$ cat config.mk
export PLATFORM = sky130hd
export DESIGN_NAME = pidff_div
export DESIGN_NICKNAME = d
export VERILOG_FILES = /design/src/design/pidff_pkg.sv /design/src/design/pidff_div.sv
export SDC_FILE = /design/constraint.sdc
export NUM_CORES = 1
export LEC_CHECK = 0
export ABC_AREA = 1
export BUFFER_PORTS_ARGS = -buffer_cell sky130_fd_sc_hd__buf_4
export CORE_MARGIN = 1.5
export CORE_UTILIZATION = 42
export CTS_CLUSTER_SIZE = 10
export DETAILED_ROUTE_END_ITERATION = 7
export PLACE_DENSITY = 0.61
export SLEW_MARGIN = 0
export SYNTH_ARGS = -nofsm -noshare
export SYNTH_HDL_FRONTEND = slang
export SYNTH_SLANG_ARGS = --single-unit
$ cat constraint.sdc
create_clock -name clock -period 8.4 [get_ports clock]
set_clock_uncertainty 0.15 [all_clocks]
set_input_delay 0.84 -clock clock [delete_from_list [all_inputs] [get_ports clock]]
set_output_delay 0.84 -clock clock [all_outputs]
set_load 0.02 [all_outputs]
$ cat src/design/pidff_pkg.sv
// ----------------------------------------------------------------------------
// pidff_pkg: shared types and constants
// Fixed-point constants, register indexes and the divider handshake structs.
// ----------------------------------------------------------------------------
package pidff_pkg;

   localparam int FracBits = 16;
   localparam longint FxOne = longint'(1) << FracBits;
   localparam logic [17:0] K07 = 18'((7 * FxOne + 5) / 10);
   localparam logic [17:0] K03 = 18'((3 * FxOne + 5) / 10);
   localparam logic [17:0] K09 = 18'((9 * FxOne + 5) / 10);
   localparam logic [16:0] StepFloor = 17'((FxOne + 500) / 1000);

   localparam logic [2:0] REG_GAIN_P   = 3'd0;
   localparam logic [2:0] REG_GAIN_D   = 3'd1;
   localparam logic [2:0] REG_GAIN_I   = 3'd2;
   localparam logic [2:0] REG_GAIN_FF  = 3'd3;
   localparam logic [2:0] REG_RATIO    = 3'd4;
   localparam logic [2:0] REG_LIMIT    = 3'd5;

   // unsigned divider: 64-bit dividend, 32-bit divisor
   typedef struct packed {
      logic        start;
      logic [63:0] dividend;
      logic [31:0] divisor;
   } div_req_type;

   typedef struct packed {
      logic        done;
      logic [63:0] quotient;
   } div_rsp_type;

endpackage

$ cat src/design/pidff_div.sv
// ----------------------------------------------------------------------------
// pidff_div: iterative unsigned divider
// Restoring division, one quotient bit per cycle; a new start restarts the divide.
// ----------------------------------------------------------------------------
module pidff_div import pidff_pkg::*; (
   input  logic        clock,
   input  logic        reset,
   input  div_req_type div_req,
   output div_rsp_type div_rsp
);

   logic [63:0] quot_ff, quot_in;
   logic [32:0] rem_ff, rem_in;
   logic [31:0] dsr_ff, dsr_in;
   logic [6:0]  cnt_ff, cnt_in;
   logic        busy_ff, busy_in;
   logic        done_ff, done_in;
   logic [32:0] trial;
   logic [33:0] diff;

   always_comb begin
      quot_in = quot_ff;
      rem_in  = rem_ff;
      dsr_in  = dsr_ff;
      cnt_in  = cnt_ff;
      busy_in = busy_ff;
      done_in = 1'b0;
      trial   = {rem_ff[31:0], quot_ff[63]};
      diff    = {1'b0, trial} - {2'b0, dsr_ff};
      if (div_req.start) begin
         quot_in = div_req.dividend;
         rem_in  = '0;
         dsr_in  = div_req.divisor;
         cnt_in  = '0;
         busy_in = 1'b1;
      end else if (busy_ff) begin
         if (!diff[33]) begin
            rem_in  = diff[32:0];
            quot_in = {quot_ff[62:0], 1'b1};
         end else begin
            rem_in  = trial;
            quot_in = {quot_ff[62:0], 1'b0};
         end
         cnt_in = cnt_ff + 7'd1;
         if (cnt_ff == 7'd63) begin
            busy_in = 1'b0;
            done_in = 1'b1;
         end
      end
   end

   always_ff @(posedge clock) begin
      if (reset) begin
         busy_ff <= 1'b0;
         done_ff <= 1'b0;
         cnt_ff  <= '0;
      end else begin
         busy_ff <= busy_in;
         done_ff <= done_in;
         cnt_ff  <= cnt_in;
      end
      quot_ff <= quot_in;
      rem_ff  <= rem_in;
      dsr_ff  <= dsr_in;
   end

   assign div_rsp.done     = done_ff;
   assign div_rsp.quotient = quot_ff;

   property p_done_idle;
      @(posedge clock) disable iff (reset) done_ff |-> !busy_ff;
   endproperty
   a_done_idle: assert property (p_done_idle) else $error("divider busy while done");

   property p_done_after_last;
      @(posedge clock) disable iff (reset)
         (busy_ff && cnt_ff == 7'd63 && !div_req.start) |=> done_ff;
   endproperty
   a_done_after_last: assert property (p_done_after_last)
      else $error("divider did not finish");

   property p_start_busy;
      @(posedge clock) disable iff (reset) div_req.start |=> busy_ff;
   endproperty
   a_start_busy: assert property (p_start_busy) else $error("divider not started");

   property p_cnt_reset;
      @(posedge clock) disable iff (reset) div_req.start |=> cnt_ff == 7'd0;
   endproperty
   a_cnt_reset: assert property (p_cnt_reset) else $error("divider count not cleared");

endmodule
# Word-level counts from Yosys, hierarchy flattened

Index checks and enable logic that the tools add are counted.

Reductions and logical operators: 3
Multiplexer cells: 8
Bitwise logic cells: 1
Add/sub/neg operators: 2
Equal/unequal tests: 1

Operators by type and width:

| cell                                                | count |
|---|---|
| two-way mux 64 bit                                  | 2 |
| subtractor 33 x 32 -> 34 bit                        | 1 |
| two-way mux 32 bit                                  | 1 |
| adder 7 x 1 -> 7 bit, second input constant         | 1 |
| equality test 7 x 6 -> 1 bit, second input constant | 1 |
| two-way mux 1 bit                                   | 5 |
| OR reduction 3 bit                                  | 1 |
| nonzero test 2 bit                                  | 1 |
| OR reduction 2 bit                                  | 1 |
| inverter 1 bit                                      | 1 |

Bits of input ports: 99
Logic and storage cells: 21
Bits in registers: 137

# Depth between registers and ports, before layout

Word-level depth: 4
Mapped depth: 17

# Least setup slack after synthesis

No wires, ideal clock.

Path kind: in2reg
Start: input div_req[96] (netlist bit)
End: register quot_ff[0] (enable)
Setup time: 454 ps
Arrival time: 2958 ps
Cell stages on the path: 3
Path slack: 4838 ps
Data required time: 7796 ps
Path through: nor2_1 inv_1 clkbuf_1

Cells in the longest elaborated chain, start to end: 1

RTL lines:

| what                                | RTL line        | source |
|---|---|---|
| from (decl)                         | pidff_div.sv:8  | `input div_req_type div_req,` |
| nonzero test 2 bit (no source line) | -               |  |
| to (signal assigned)                | pidff_div.sv:62 | `quot_ff <= quot_in;` |
| to (decl)                           | pidff_div.sv:12 | `logic [63:0] quot_ff, quot_in;` |

No other way between the ends.
A chain may end at the register's enable or synchronous reset.

# Worst setup path after layout

Start: register dsr_ff[23]
End: register rem_ff[25]

Cells in the longest elaborated chain, start to end: 2

RTL lines:

| what                         | RTL line        | source |
|---|---|---|
| from (decl)                  | pidff_div.sv:14 | `logic [31:0] dsr_ff, dsr_in;` |
| from (signal assigned)       | pidff_div.sv:64 | `dsr_ff <= dsr_in;` |
| subtractor 33 x 32 -> 34 bit | pidff_div.sv:29 | `diff = {1'b0, trial} - {2'b0, dsr_ff};` |
| two-way mux 32 bit           | pidff_div.sv:37 | `if (!diff[33]) begin` |
| to (signal assigned)         | pidff_div.sv:63 | `rem_ff <= rem_in;` |
| to (decl)                    | pidff_div.sv:13 | `logic [32:0] rem_ff, rem_in;` |

No other way between the ends.

==> summary.md <==
| Metric | Value |
|---|---|
| Dpl cells | `around 1,600` |
| Clock buffer count from CTS | `17` |
| GRT Overall Usage | `0.223` |
| FILL cells | `roughly 2,000` |
| Cells after Synth | `1,151` |
| IO Pins | `about 160` |
| Rel. slew slack | `0.495` |
| Clock root cell | `clkbuf_16` |
| Fin crit share | `0.330` |
| First DRT Iteration DRCs | `394` |
| Outcome | `finished clean` |
| Count of cell types in the netlist | `37` |
| Crit path DAT | `2.99 ns` |
| Die Width | `~140 um` |
| Synth Cell Area | `around 8300 um^2` |
| Max Root-Sink Buffers | `2` |
| Most Crowded Layer GR | `met2` |
| Final Wtd Congestion | `slightly above 0.9` |
| End point of the critical path | `rem_ff[25]$_SDFFE_PP0P_` |
| Syn nets | `roughly 1,300` |
| Ant. Diodes | `0` |
| Post-synth top area cell | `edfxtp_1` |
| Area grow syn2layout | `24.4%` |
| Detailed Route WL | `21,700 um` |
| Post-synthesis sequential area ratio | `0.447` |
| Row count | `51` |
| Share of the synthesized area in the top cell type | `0.348` |
| Reg-to-Reg Start | `dsr_ff[23]$_DFFE_PP_` |
| Post-synthesis register bit count | `roughly 140` |
| Peak VDD IR | `roughly 130 uV` |
| Die height | `roughly 140 um` |
| Fin cells | `1,586` |
| Clock latency at the later pin of the worst-skew pair | `0.43 ns` |
| Adder-Cell Fraction of Synth Area | `0.0522` |
| Maximum clock rate | `360 MHz` |
| Port bufs | `163` |
| Die area | `~20,000 um^2` |
| Largest family of logic cells by synthesized area | `simple AND/OR/NAND/NOR gates` |
| Vias in the first global route | `7,217` |
| Met3 Usage GRT | `0.0666` |
| Final setup fails | `0` |
| Met1 Usage GRT | `0.280` |
| Slew Viols, Final | `0` |
| First-pass GRT wire length | `about 35,000 um` |
| Clock period minus worst slack | `between 2 and 3 ns` |
| Htree depth | `4` |
| Leakage | `around 5.5 nW` |
| PD cells | `178 nW/um^2` |
| Core region area | `around 19,000 um^2` |
| Layout cells sized above 1 | `0.171` |
| Power Total | `about 1.8 mW` |
| Crit. End Element | `flop` |
| Initial Utilization | `0.427` |
| Vias | `between 7,000 and 8,000` |
| Gr ovfl total | `0` |
| # clock sinks | `between 100 and 150` |
| Top cells by area, synth | `edfxtp_1 35%, nand2_1 23%, dfxtp_1 9.9%` |
| Area share of and/or/nand/nor cells after synthesis | `0.350` |
| Final hold vios | `0` |
| Max Cap Violations | `0` |
| Number of cells on the worst reg-to-reg path | `13` |
| Per-cell routed wire length | `approximately 14 um` |
| Synth Area in Compound Gates | `0.0270` |
| Hold Path Class | `flop to flop` |
| DR vias/cell | `between 4 and 5` |
| Setup Buffers After CTS | `0` |
| CTS tree | `done` |
| Reg2reg end | `rem_ff[25]$_SDFFE_PP0P_` |
| Pin slew with the least headroom to its limit | `about 0.76 ns` |
| Routed Antenna Nets | `0` |
| Ys Warns | `0` |
| Crit Path Class | `flop to flop` |
| Final core utilization | `0.531` |
| Crit-path max FO | `35` |
| Avg Cell Area, Syn | `7.20 um^2` |
| Number of gates resized after cts | `0` |
| Initial antenna violation count | `0` |
| RSZ-0062 raised after global routing | `no` |
| Post-synthesis mux area share | `0` |
| EDFF count, synth | `96` |
| Xor/xnor share of the synthesized area | `0.0159` |
| Worst setup startpoint | `dsr_ff[23]$_DFFE_PP_` |
| GR Layer Usage met2 | `0.366` |
| Drt first pass iters | `5` |
| Setup TNS | `0 ns` |
| Register-to-register setup slack | `5.63 ns` |
| DP HPWL | `roughly 16,000 um` |
| Clock transition at the registers of the reported paths | `around 0.07 ns` |
| Largest net degree at the start of global routing | `74` |
| Hold-fix buffers, CTS | `0` |
| Drc violations | `0` |
| Worst setup SP type | `flop` |
| CP required | `8.62 ns` |
| Async S/R FF share, synth | `0` |
| Main synth FF type | `edfxtp_1` |
| Layout Nets | `around 1,400` |
==> area by class of cell <==
cell class	count	area [um^2]	area share
sequential	137	3700	0.359
multi-input combinational	789	3690	0.358
timing repair buffer	168	1260	0.122
inverter	195	732	0.0710
clock buffer	18	429	0.0416
tap	265	332	0.0322
clock inverter	14	163	0.0158
==> state kept, by name (all words and copies together), names as in the netlist <==
signal   cells
done_ff      1
cnt_ff       7
rem_ff      32
dsr_ff      32
quot_ff     64
busy_ff      1
==> worst min path at each step <==
stage | from | end | slack, ns | cells past startpoint
global route | rem_ff[18]$_SDFFE_PP0P_ | rem_ff[18]$_SDFFE_PP0P_ | 0.33 | 2
CTS | rem_ff[23]$_SDFFE_PP0P_ | rem_ff[23]$_SDFFE_PP0P_ | 0.32 | 2
floorplan | rem_ff[15]$_SDFFE_PP0P_ | rem_ff[15]$_SDFFE_PP0P_ | 0.29 | 2
detailed placement | rem_ff[23]$_SDFFE_PP0P_ | rem_ff[23]$_SDFFE_PP0P_ | 0.31 | 2
global placement | rem_ff[23]$_SDFFE_PP0P_ | rem_ff[23]$_SDFFE_PP0P_ | 0.31 | 2
finish | rem_ff[23]$_SDFFE_PP0P_ | rem_ff[23]$_SDFFE_PP0P_ | 0.32 | 2
==> stage by stage <==
stage	cell area (um^2)	setup WS, ns	hold WS [ns]
2_1_floorplan	8290	4.84	0.294
3_3_place_gp	9720	5.36	0.308
3_5_place_dp	9720	5.34	0.309
4_1_cts	10300	5.60	0.320
5_1_grt	10300	5.32	0.332
6_report	10300	5.63	0.319
==> cells by family after synthesis <==
family,Yosys count
simple gates,698
flops,137
fa+ha+maj,34
compound gates,42
buf+inv,225
xor+xnor,15
==> per-layer routing <==
layer	part of all wire	vias up
met3	0.076	27
met5	0	-
met2	0.46	215
met1	0.45	3337
li1	-	3882
met4	0.016	0
==> power by group <==
part	leakage (nW)	total, mW	switching, mW	internal, mW
logic	3.88	0.265	0.157	0.108
clock network	0.287	0.767	0.321	0.445
registers	1.30	0.805	0.0259	0.779
total	5.47	1.84	0.504	1.33
==> synth_stat cells (2+ instances only) <==
master      n
nand3b_1   12
nor3_1     13
edfxtp_1   96
nand2_4     2
nor2_2      5
nand2_2     6
nand4_1     8
buf_1       6
nor3b_1     2
buf_4       3
xnor2_1    13
nor2_1     50
a21oi_1    22
buf_2       3
inv_2       5
dfxtp_1    41
buf_6       5
ha_1       33
inv_1     190
nand3_1    87
o21ai_0     2
o21ai_1    13
a21oi_2     2
clkbuf_1   13
xor2_1      2
nand2_1   506
==> layout by cell type (no fill, tap or decap), types with 7 or more instances in the layout <==
| cell | count |
|---|---|
| buf_4 | 168 |
| edfxtp_1 | 96 |
| nand3_1 | 87 |
| nor2_1 | 49 |
| ha_1 | 33 |
| o21ai_1 | 13 |
| nand3b_1 | 12 |
| a21oi_1 | 22 |
| nand4_1 | 8 |
| nand2_1 | 506 |
| nor3_1 | 13 |
| dfxtp_1 | 41 |
| clkbuf_16 | 17 |
| xnor2_1 | 13 |
| inv_1 | 188 |
| inv_2 | 7 |
==> worst max-delay path: stages, from the launching register on <==
cell and delay (ns):
edfxtp_1 0.37, inv_1 0.07, ha_1 0.28, nand2_1 0.15, inv_2 0.05, nand2_1 0.06
nand3_1 0.12, a21oi_2 0.20, nor2_2 0.09, nor2_8 0.45, nand2_4 0.36, nand3_1 0.23
nand2_1 0.07, nand2_1 0.05
Note: power is estimated with default switching activity, not from simulation.
